<file path="config.mk">
export PLATFORM = sky130hd
export DESIGN_NAME = fifo_mutex_lock_manager_unit
export DESIGN_NICKNAME = d
export VERILOG_FILES = /design/src/hw/rtl/fmlm_pkg.sv /design/src/hw/rtl/fmlm_link_ram.sv /design/src/hw/rtl/fifo_mutex_lock_manager_unit.sv
export VERILOG_INCLUDE_DIRS = /design/src /design/src/hw/rtl
export SDC_FILE = /design/constraint.sdc
export NUM_CORES = 2
export LEC_CHECK = 0
export ABC_AREA = 1
export BUFFER_PORTS_ARGS = -buffer_cell sky130_fd_sc_hd__buf_2
export CAP_MARGIN = 15
export CORE_MARGIN = 5
export CORE_UTILIZATION = 50
export CTS_BUF_LIST = sky130_fd_sc_hd__clkbuf_2 sky130_fd_sc_hd__clkbuf_4 sky130_fd_sc_hd__clkbuf_8
export CTS_CLUSTER_SIZE = 10
export DETAILED_ROUTE_END_ITERATION = 10
export PLACE_DENSITY = 0.65
export SLEW_MARGIN = 25
export SYNTH_ARGS = -nofsm -noshare
export SYNTH_HDL_FRONTEND = slang
export SYNTH_HIERARCHICAL = 1
export SYNTH_SLANG_ARGS = --single-unit
</file>
<file path="constraint.sdc">
create_clock -name clk_i -period 19.7 [get_ports clk_i]
set_input_delay 0 -clock clk_i [delete_from_list [all_inputs] [get_ports clk_i]]
set_output_delay 0 -clock clk_i [all_outputs]
set_load 0.01 [all_outputs]
</file>
<file path="src/hw/rtl/assert_macros.svh">
// Assertion macros for the RTL; included by fifo_mutex_lock_manager_unit.
// No dependencies; assertions compile away when SYNTHESIS is defined.
`ifndef ASSERT_MACROS_SVH
`define ASSERT_MACROS_SVH
`ifndef SYNTHESIS
`define ASSERT_RST(lbl, clk, rst_n, prop) \
  lbl: assert property (@(posedge clk) disable iff (!rst_n) (prop)) \
    else $error("assertion failed");
`define ASSERT_CLK(lbl, clk, prop) \
  lbl: assert property (@(posedge clk) (prop)) else $error("assertion failed");
`else
`define ASSERT_RST(lbl, clk, rst_n, prop)
`define ASSERT_CLK(lbl, clk, prop)
`endif
`endif

</file>
<file path="src/hw/rtl/fmlm_pkg.sv">
// Types and codes for the queued mutex with FIFO hand-off.
// No dependencies.
`default_nettype none
package fmlm_pkg;

  localparam logic [2:0] OP_LOCK      = 3'd0;
  localparam logic [2:0] OP_TRYLOCK   = 3'd1;
  localparam logic [2:0] OP_UNLOCK    = 3'd2;
  localparam logic [2:0] OP_LOCK_IF   = 3'd3;
  localparam logic [2:0] OP_UNLOCK_IF = 3'd4;

  localparam logic [2:0] ST_GRANTED  = 3'd0;
  localparam logic [2:0] ST_QUEUED   = 3'd1;
  localparam logic [2:0] ST_BUSY     = 3'd2;
  localparam logic [2:0] ST_RELEASED = 3'd3;
  localparam logic [2:0] ST_MISUSE   = 3'd4;
  localparam logic [2:0] ST_HELD     = 3'd5;
  localparam logic [2:0] ST_NOACTION = 3'd6;

  typedef struct packed {
    logic [2:0] operation;
    logic [7:0] client_id;
  } req_t;

  typedef struct packed {
    logic [2:0] status;
    logic       woken_valid;
    logic [7:0] woken_id;
    logic       owner_held;
    logic [7:0] owner_id;
  } rsp_t;

  // wait list link: more set when an older waiter follows
  typedef struct packed {
    logic       more;
    logic [7:0] nxt;
  } link_t;

endpackage
`default_nettype wire

</file>
<file path="src/hw/rtl/fmlm_link_ram.sv">
// Wait list link store: one write port, one read port, registered read data.
// Depends on fmlm_pkg.
`default_nettype none
module fmlm_link_ram #(
  parameter int unsigned Depth = 256,
  parameter int unsigned AddrW = 8
) (
  input  wire logic               clk_i,
  input  wire logic               we_i,
  input  wire logic [AddrW-1:0]   waddr_i,
  input  wire fmlm_pkg::link_t    wdata_i,
  input  wire logic               re_i,
  input  wire logic [AddrW-1:0]   raddr_i,
  output fmlm_pkg::link_t         rdata_o
);

  fmlm_pkg::link_t mem [Depth];

  always_ff @(posedge clk_i) begin
    if (we_i) begin
      mem[waddr_i] <= wdata_i;
    end
  end

  always_ff @(posedge clk_i) begin
    if (re_i) begin
      rdata_o <= mem[raddr_i];
    end
  end

endmodule
`default_nettype wire

</file>
<file path="src/hw/rtl/fifo_mutex_lock_manager_unit.sv">
// Queued mutex with FIFO hand-off: top level, request decode and wait list walk.
// Depends on fmlm_pkg, fmlm_link_ram and assert_macros.svh.
// Steps: wait flag read, then decode; an unlock with waiters then walks L links (at most
// Depth-1), one link read a cycle, to hand over to the oldest. Busy stays high until the result
// word is registered, so the next request waits for it. Reset clears the control registers at
// once, then a pass over all Depth entries clears the wait flags.
`default_nettype none
`include "assert_macros.svh"
module fifo_mutex_lock_manager_unit #(
  parameter int unsigned NUM_WAITERS = 256
) (
  input  wire logic           clk_i,
  input  wire logic           rst_ni,
  input  wire logic           start,
  output logic                busy,
  input  wire fmlm_pkg::req_t req_i,
  output logic                done_o,
  output fmlm_pkg::rsp_t      rsp_o
);

  localparam int unsigned Depth = (NUM_WAITERS > 256) ? 256 : NUM_WAITERS;
  localparam int unsigned AddrW = $clog2(Depth);

  typedef enum logic [1:0] {S_CLEAR, S_IDLE, S_DECODE, S_WALK} state_e;

  state_e             state_q, state_d;
  logic               own_vld_q, own_vld_d;
  logic [7:0]         own_q, own_d;
  logic               q_ne_q, q_ne_d;
  logic [7:0]         head_q, head_d;
  fmlm_pkg::req_t     req_q, req_d;
  logic [AddrW-1:0]   clr_q, clr_d;
  logic [AddrW-1:0]   cur_q, cur_d;
  logic [AddrW-1:0]   prev_q, prev_d;
  logic               has_prev_q, has_prev_d;
  logic               done_d;
  fmlm_pkg::rsp_t     rsp_d;

  logic               wait_mem [Depth];
  logic               wait_rd_q;
  logic               wait_we, wait_wd;
  logic [AddrW-1:0]   wait_waddr;

  logic               acc, id_ok, mine, waiting, nx_ok, fin;
  logic [2:0]         op, st;
  logic [7:0]         id;
  logic [AddrW-1:0]   a, acc_a;
  logic               woke_v;
  logic [7:0]         woke_id;
  logic               we, re;
  logic [AddrW-1:0]   waddr, raddr;
  fmlm_pkg::link_t    wdata, lk;

  assign acc     = start && !busy;
  assign acc_a   = req_i.client_id[AddrW-1:0];
  assign op      = req_q.operation;
  assign id      = req_q.client_id;
  assign id_ok   = 32'(id) < NUM_WAITERS;
  assign a       = id[AddrW-1:0];
  assign waiting = wait_rd_q;
  assign mine    = own_vld_q && (own_q == id);
  assign nx_ok   = 32'(lk.nxt) < NUM_WAITERS;
  assign busy    = (state_q != S_IDLE);

  fmlm_link_ram #(
    .Depth (Depth),
    .AddrW (AddrW)
  ) u_link_ram (
    .clk_i   (clk_i),
    .we_i    (we),
    .waddr_i (waddr),
    .wdata_i (wdata),
    .re_i    (re),
    .raddr_i (raddr),
    .rdata_o (lk)
  );

  always_ff @(posedge clk_i) begin
    if (wait_we) begin
      wait_mem[wait_waddr] <= wait_wd;
    end
  end

  always_ff @(posedge clk_i) begin
    if (acc) begin
      wait_rd_q <= wait_mem[acc_a];
    end
  end

  always_comb begin
    state_d    = state_q;
    own_vld_d  = own_vld_q;
    own_d      = own_q;
    q_ne_d     = q_ne_q;
    head_d     = head_q;
    req_d      = req_q;
    clr_d      = clr_q;
    cur_d      = cur_q;
    prev_d     = prev_q;
    has_prev_d = has_prev_q;
    done_d     = 1'b0;
    rsp_d      = rsp_o;
    st         = fmlm_pkg::ST_NOACTION;
    woke_v     = 1'b0;
    woke_id    = 8'd0;
    we         = 1'b0;
    waddr      = a;
    wdata      = '0;
    re         = 1'b0;
    raddr      = head_q[AddrW-1:0];
    wait_we    = 1'b0;
    wait_waddr = a;
    wait_wd    = 1'b0;
    fin        = 1'b0;
    unique case (state_q)
      S_CLEAR: begin
        wait_we    = 1'b1;
        wait_waddr = clr_q;
        clr_d      = clr_q + 1'b1;
        if (clr_q == AddrW'(Depth - 1)) begin
          state_d = S_IDLE;
        end
      end
      S_IDLE: begin
        if (acc) begin
          req_d   = req_i;
          state_d = S_DECODE;
        end
      end
      S_DECODE: begin
        fin     = 1'b1;
        state_d = S_IDLE;
        if (op > fmlm_pkg::OP_UNLOCK_IF) begin
          st = fmlm_pkg::ST_NOACTION;
        end else if (!id_ok) begin
          st = fmlm_pkg::ST_MISUSE;
        end else begin
          case (op) inside
            fmlm_pkg::OP_LOCK, fmlm_pkg::OP_LOCK_IF: begin
              if (op == fmlm_pkg::OP_LOCK_IF && mine) begin
                st = fmlm_pkg::ST_HELD;
              end else if (waiting) begin
                st = fmlm_pkg::ST_MISUSE;
              end else if (!own_vld_q) begin
                own_vld_d = 1'b1;
                own_d     = id;
                st        = fmlm_pkg::ST_GRANTED;
              end else if (own_q == id) begin
                st = fmlm_pkg::ST_MISUSE;
              end else begin
                we         = 1'b1;
                wdata.more = q_ne_q;
                wdata.nxt  = q_ne_q ? head_q : 8'd0;
                head_d     = id;
                q_ne_d     = 1'b1;
                wait_we    = 1'b1;
                wait_wd    = 1'b1;
                st         = fmlm_pkg::ST_QUEUED;
              end
            end
            fmlm_pkg::OP_TRYLOCK: begin
              if (waiting) begin
                st = fmlm_pkg::ST_MISUSE;
              end else if (own_vld_q) begin
                st = fmlm_pkg::ST_BUSY;
              end else begin
                own_vld_d = 1'b1;
                own_d     = id;
                st        = fmlm_pkg::ST_GRANTED;
              end
            end
            default: begin
              if (!mine) begin
                st = (op == fmlm_pkg::OP_UNLOCK) ? fmlm_pkg::ST_MISUSE
                                                 : fmlm_pkg::ST_NOACTION;
              end else if (!q_ne_q) begin
                own_vld_d = 1'b0;
                own_d     = 8'd0;
                st        = fmlm_pkg::ST_RELEASED;
              end else begin
                fin        = 1'b0;
                re         = 1'b1;
                cur_d      = head_q[AddrW-1:0];
                has_prev_d = 1'b0;
                state_d    = S_WALK;
              end
            end
          endcase
        end
      end
      S_WALK: begin
        if (lk.more && nx_ok) begin
          re         = 1'b1;
          raddr      = lk.nxt[AddrW-1:0];
          prev_d     = cur_q;
          has_prev_d = 1'b1;
          cur_d      = lk.nxt[AddrW-1:0];
        end else begin
          // oldest waiter found: unlink it and hand over
          fin        = 1'b1;
          waddr      = prev_q;
          we         = has_prev_q;
          if (!has_prev_q) begin
            q_ne_d = 1'b0;
          end
          wait_we    = 1'b1;
          wait_waddr = cur_q;
          wait_wd    = 1'b0;
          own_vld_d  = 1'b1;
          own_d      = 8'(cur_q);
          woke_v     = 1'b1;
          woke_id    = 8'(cur_q);
          st         = fmlm_pkg::ST_RELEASED;
          state_d    = S_IDLE;
        end
      end
      default: begin
        state_d = S_IDLE;
      end
    endcase
    if (fin) begin
      done_d            = 1'b1;
      rsp_d.status      = st;
      rsp_d.woken_valid = woke_v;
      rsp_d.woken_id    = woke_id;
      rsp_d.owner_held  = own_vld_d;
      rsp_d.owner_id    = own_vld_d ? own_d : 8'd0;
    end
  end

  always_ff @(posedge clk_i or negedge rst_ni) begin
    if (!rst_ni) begin
      state_q    <= S_CLEAR;
      own_vld_q  <= 1'b0;
      own_q      <= 8'd0;
      q_ne_q     <= 1'b0;
      head_q     <= 8'd0;
      req_q      <= '0;
      clr_q      <= '0;
      has_prev_q <= 1'b0;
      done_o     <= 1'b0;
      rsp_o      <= '0;
    end else begin
      state_q    <= state_d;
      own_vld_q  <= own_vld_d;
      own_q      <= own_d;
      q_ne_q     <= q_ne_d;
      head_q     <= head_d;
      req_q      <= req_d;
      clr_q      <= clr_d;
      has_prev_q <= has_prev_d;
      done_o     <= done_d;
      rsp_o      <= rsp_d;
    end
  end

  always_ff @(posedge clk_i) begin
    cur_q  <= cur_d;
    prev_q <= prev_d;
  end

  `ASSERT_RST(a_walk_ends_in_word, clk_i, rst_ni, ($fell(busy) && $past(state_q) != S_CLEAR) |-> done_o)
  `ASSERT_RST(a_wake_consistent, clk_i, rst_ni, (done_o && rsp_o.woken_valid) |-> (rsp_o.owner_held && rsp_o.owner_id == rsp_o.woken_id))
  `ASSERT_RST(a_single_cycle_word, clk_i, rst_ni, done_o |=> !done_o)
  `ASSERT_RST(a_queue_needs_owner, clk_i, rst_ni, q_ne_q |-> own_vld_q)

endmodule
`default_nettype wire

</file>
---- Word level (Yosys, flattened, before mapping) ----
Memories as Yosys holds them, arrays and structs flattened. A register that Yosys moved wholly into a read port is not among the register bits.
Index checks and enable logic that the tools add are counted.
W data, S select, Z words.
storage, ports and cells
  input port bits ......................... 14
  memories ................................ 2
  RAM bits ................................ 2,560
  bits in registers ....................... 78
  logic and storage cells ................. 175
cells by class
  equality and inequality tests ........... 24
  magnitude comparators ................... 1
  multiplexer cells ....................... 112
  $add $sub $neg .......................... 1
  bitwise logic cells ..................... 4
  reductions and logical operators ........ 14
memory list
  name            words  width  rd ports  clocked after Yosys merged registers in  wr ports  line                                text
  u_link_ram.mem  256    9      1         1                                        1         fmlm_link_ram.sv:17                 fmlm_pkg::link_t mem [Depth];
  wait_mem        256    1      1         1                                        1         fifo_mutex_lock_manager_unit.sv:39  logic wait_mem [Depth];
operator list
  kind                   number
  $mux W8                24
  $mux W9                7
  $mux W1                48
  $pmux W8 S2            3
  $mux W3                11
  $ne A2 B2 Y1 const B   14
  $mux W2                10
  $reduce_and A7 Y1      2
  $pmux W1 S2            6
  $reduce_and A9 Y1      1
  $add A8 B1 Y8 const B  1
  $eq A8 B8 Y1           1
  $eq A8 B8 Y1 const B   1
  $pmux W2 S4            1
  $eq A3 B2 Y1 const B   2
  $pmux W3 S2            1
  $eq A2 B2 Y1 const B   2
  $ne A2 B1 Y1 const B   2
  $not A1 Y1             4
  $reduce_and A2 Y1      2
  $eq A3 B1 Y1 const B   1
  $gt A3 B3 Y1 const B   1
  $logic_and A1 B1 Y1    3
  $logic_not A3 Y1       1
  7 further kinds        7

---- Depth between registers and ports, before layout ----
  depth after elaboration ................. 10
  depth in mapped cells ................... 21
  depth with buffers taken out ............ 16

---- Cells and area by module ----
Netlist, hierarchy kept.
by module, submodules not included
  module                        times used  cells each  seq. area each (um^2)  area each (um^2)
  fmlm_link_ram                 1           7,826       69,456.6               93,609.8
  fifo_mutex_lock_manager_unit  1           1,733       9,749.4                15,939.0

---- Least setup slack after synthesis ----
OpenSTA, ideal clock, no wires.
  kind .................................... reg2reg
  from .................................... register state_q[0]
  to ...................................... memory u_link_ram/mem[0][0] (netlist name) (data pin)
  arrival time ............................ 14.616 ns
  data required time ...................... 18.314 ns
  clock period less this slack ............ 16.002 ns
  stages on the path, launching flop included .. 10
  buffers on the path ..................... 1
  path slack .............................. 3.698 ns
  cells stage by stage .................... dfrtp_1 > inv_1 > ha_1 > inv_1 > nor2_2 > nand3_1 > clkbuf_1 > nor2_1 > inv_1 > nor2_1
RTL lines
  element                   line                                 text
  start: declaration        fifo_mutex_lock_manager_unit.sv:26   state_e state_q, state_d;
  start signal: assignment  fifo_mutex_lock_manager_unit.sv:244  state_q <= state_d;
  end: declaration          fmlm_link_ram.sv:17

---- Worst setup path in the final report ----
  from .................................... register state_q[1]
  to ...................................... register u_link_ram/rdata_o[6] (netlist name)
between the ends
  word-level cells in the longest chain between the ends .. 2
RTL lines
  element       line                                 text
  $eq A2 B2 Y1  fifo_mutex_lock_manager_unit.sv:115  unique case (state_q)
  $mux W8       fifo_mutex_lock_manager_unit.sv:115
  net raddr[0]  fifo_mutex_lock_manager_unit.sv:51   logic [AddrW-1:0] waddr, raddr;
The timed path passes the listed nets, and every way through them passes these cells.
A chain may end at the register's enable or synchronous reset.

==> results.toml <==
[outcome]
outcome = "finished, violations left"
violations = "DRC"

[hold_path]
hp-class = "input port to flop"
hold_start = "start"

[global_routing]
grt_overflow = 0
antenna_found_initial = 5
track_usage_pct = 25.68
first_global_vias = 70358
grt_max_degree = 259
grt_pass1_wl_mm = 449.1

[floorplanning]
start_util_pct = 50.35
die_w_um = 478.1
row_count = 171
ios = 37
core_area_um2 = 217600
chipHeight_um = 478.1
dieArea_um2 = 228600

[timing]
period_minus_slack_ns = 7.867
fin_skew_ns = 0.08279
maxSlewHeadroom_pct = 22.35
drv_slew = 0
setup_violations = 0
hold_viol = 0
fin_crit_sh_pct = 39.93
fmax_mhz = 127.1
tightest_slew_ns = 1.160
fin_tns_setup_ns = 0
rsz0062_at_grt = "no"

[logic_synthesis]
yosysMostFrequentCell = "nand2_1"
synth-main-ff-cell = "edfxtp_1"
yosys-top-cells-area = "edfxtp_1 (71%), nand3_1 (11%), nand2_1 (9.5%), nor2_1 (2.2%), buf_2 (1.7%)"
syn_nets = 9578
async_reset_ff_share_pct = 2.341
ys_seq_area_share_pct = 72.30
ys_types = 40
netlist_instances = 9559
synth_area_leader_cell = "edfxtp_1"
synth_edf_count = 2586
yosys_warnings = 6
synth_area_um2 = 109500
ys_ff_latch = 2648
avgSynthCellArea_um2 = 11.46
synth_top_area_share_pct = 70.89
synthTopCellsByCount = "nand2_1 (2771), edfxtp_1 (2586), nand3_1 (2452)"

[detailed_routing]
dr.pass1.iters = 11
num_vias = 74722
vias_per_cell = 5.882
drcViolationCount = 4
detail-route-antenna-nets = 0
wl_met2_mm = 137.0
wl_per_cell_um = 23.74
top_layer = "met5"
wl_met1_mm = 120.2
dr_wl_met3_mm = 34.08
initialDrtViolationCount = 9609
wl_mm = 301.6

[cells_and_area]
area_growth_syn_to_layout_pct = 9.464
final_layout_size_suffix_gt1_share_pct = 9.212
multi_input_area_um2 = 26910
fillers = 18052
final_net_count = 9543
ff_latch_area_um2 = 79210

[clock_tree]
clock_latency_ns = 1.11
clk_pin_slew_ns = 0.07
cts-root-buf = "clkbuf_8"
h-tree-depth = 5
clk_path_buf_depth = 4
cts_sinks = 2648
cts-resized-gates = 0
cts_buffers = 439
cts_tree = "yes"

[placed_design]
place_hpwl_mm = 162.4
place_congestion = 0.8938
port_buffers = 36

[power_and_ir_drop]
power.switching_mw = 2.156
power.internal_mw = 8.569
ir_drop_uv = 78.16
powerDensity_nw_per_um2 = 89.44
total_power_mw = 10.72
seq_power_share_pct = 56.8
clkPwrFrac_pct = 42.7
power_leakage_nw = 39.45
combPwrFrac_pct = 0.5
netSwitchingFraction_pct = 20.10

[worst_setup_path]
path_cells = "ha_1, nand2_4, inv_2, nand2_1, o21ai_4, buf_6, buf_12, buf_4, buf_4, buf_12, nand2_1, nand3_1, nand3_1, nand3_1, nand3_1, nand3_1, nand3_1, nand2_1, nand2_1, nand2_1"
worstPathMaxFanout = 199
path_class = "flop to flop"
arrival_ns = 8.85
crit_slowest_cell = "buf_4"
cpMostUsedCell = "nand3_1"
end_kind = "flop"
critPathRequiredTime_ns = 20.69
r2r-start = "state_q[1]"
startpoint = "state_q[1]"
start_kind = "flop"
crit_path_max_incr_delay_ns = 0.90

[flow_run]
max_cap_viol_count = 0
-- stage by stage --
stage	utilization [%]	worst slack, ns	hold slack, ns	std cells	instance area (µm²)
6_report	55.11	11.83	0.1247	12704	119900
5_1_grt	55.11	11.37	0.1293	12701	119900
4_1_cts	55.06	11.80	0.01216	12698	119800
3_5_place_dp	51.16	11.83	0.2227	11905	111300
3_3_place_gp	51.15	11.85	0.2157	11905	111300
2_1_floorplan	-	3.698	-0.2956	9559	109500
-- worst paths after layout --
path	to	slack (ns)	depth (start not counted)
setup / recovery	u_link_ram/rdata_o[6]	11.83	20
max in group asynchronous	head_q[6]	18.96	4
min in group asynchronous	own_q[2]	0.18	4
hold reg to reg	prev_q[4]	0.46	0
setup reg to reg	u_link_ram/rdata_o[6]	11.83	20
hold / removal	a[0]	0.12	5
-- cells by family (layout without fill, tap and decap cells) --
kind of cell / Yosys count / after routing / share of synthesized area, %
xor gates and xnor gates: 9 / 9 / 0.07196
muxes: 3 / 3 / 0.02741
other: 0 / 4 / 0
and+or+nand+nor: 5909 / 5909 / 23.20
DFF: 2648 / 2648 / 72.30
buffers and inverters: 782 / 1069 / 3.311
AOI/OAI and AO/OA: 203 / 203 / 1.026
adders and majority gates: 5 / 5 / 0.05711
-- flip-flops by register name, summed over array words and instances (netlist names) --
| name | cells |
|---|---|
| state_q | 2 |
| done_o | 1 |
| own_q | 8 |
| own_vld_q | 1 |
| a | 8 |
| clr_q | 8 |
| wait_rd_q | 1 |
| u_link_ram/rdata_o | 9 |
| has_prev_q | 1 |
| wait_mem | 256 |
| prev_q | 8 |
| q_ne_q | 1 |
| op | 3 |
| cur_q | 8 |
| rsp_o | 21 |
| head_q | 8 |
| u_link_ram/mem | 2304 |
-- per-layer routing --
layer  track usage, %  vias up
met3            6.720      654
met5                0        -
met2            38.83     4084
met4            9.189        4
met1            36.20    36390
li1                 -    33590
-- what timing repair did --
| action | CTS | global route |
|---|---|---|
| hold endpoints to repair | 77 | 0 |
| setup buffers | 0 | 0 |
| hold buffers | 30 | 0 |
-- critical path, delay by kind of cell, from the launching register on --
family | cells | cell delay (ns)
AOI/OAI and AO/OA | 1 | 0.11
adders and majority gates | 1 | 0.68
buffers and inverters | 6 | 4.19
DFF | 1 | 0.46
and+or+nand+nor | 12 | 1.76
-- power groups by stage --
stage | Combinational [mW] | Clock [mW] | Sequential (mW)
4_1_cts | 0.0569 | 4.65 | 6.09
5_1_grt | 0.0634 | 4.92 | 6.08
3_3_place_gp | 0.0515 | 0 | 6.20
3_5_place_dp | 0.0525 | 0 | 6.20
6_report | 0.0571 | 4.58 | 6.09
2_1_floorplan | 0.0341 | 0 | 6.20
-- placed cells by master, fill, tap and decap left out, types with 4 or more instances in the layout --
cell	Yosys	final
ha_1	5	5
dfrtp_1	62	62
nor3_1	5	5
clkbuf_4	0	170
buf_2	362	35
buf_6	18	6
diode_2	0	4
nand3_2	4	4
o21ai_4	0	6
nand2_1	2771	2767
clkinv_1	7	98
buf_4	26	75
inv_1	110	109
nor2_4	2	11
inv_2	24	21
inv_6	0	4
clkinvlp_4	0	7
nor2_1	645	616
o22ai_1	27	27
a22oi_1	7	7
bufinv_16	0	4
clkinv_2	1	40
dlygate4sd3_1	0	30
nand4_2	5	5
buf_12	0	15
nand4_1	5	5
nand3_1	2452	2452
o21a_1	6	6
o21ai_1	13	14
clkbuf_8	0	447
nand2_2	8	12
edfxtp_1	2586	2586
nor2_2	9	29
o21ai_0	120	112
xor2_1	6	6
a21oi_1	22	22
-- cell type report --
type | count | share of cell area [%]
clock buffer | 617 | 6.195
antenna | 4 | 0.008347
tap | 2854 | 2.978
clock inverter | 146 | 0.6323
timing repair buffer | 162 | 1.196
inverter | 144 | 0.4956
sequential | 2648 | 66.05
multi-input combinational | 6129 | 22.44
Power figures use the tool's default switching activity.
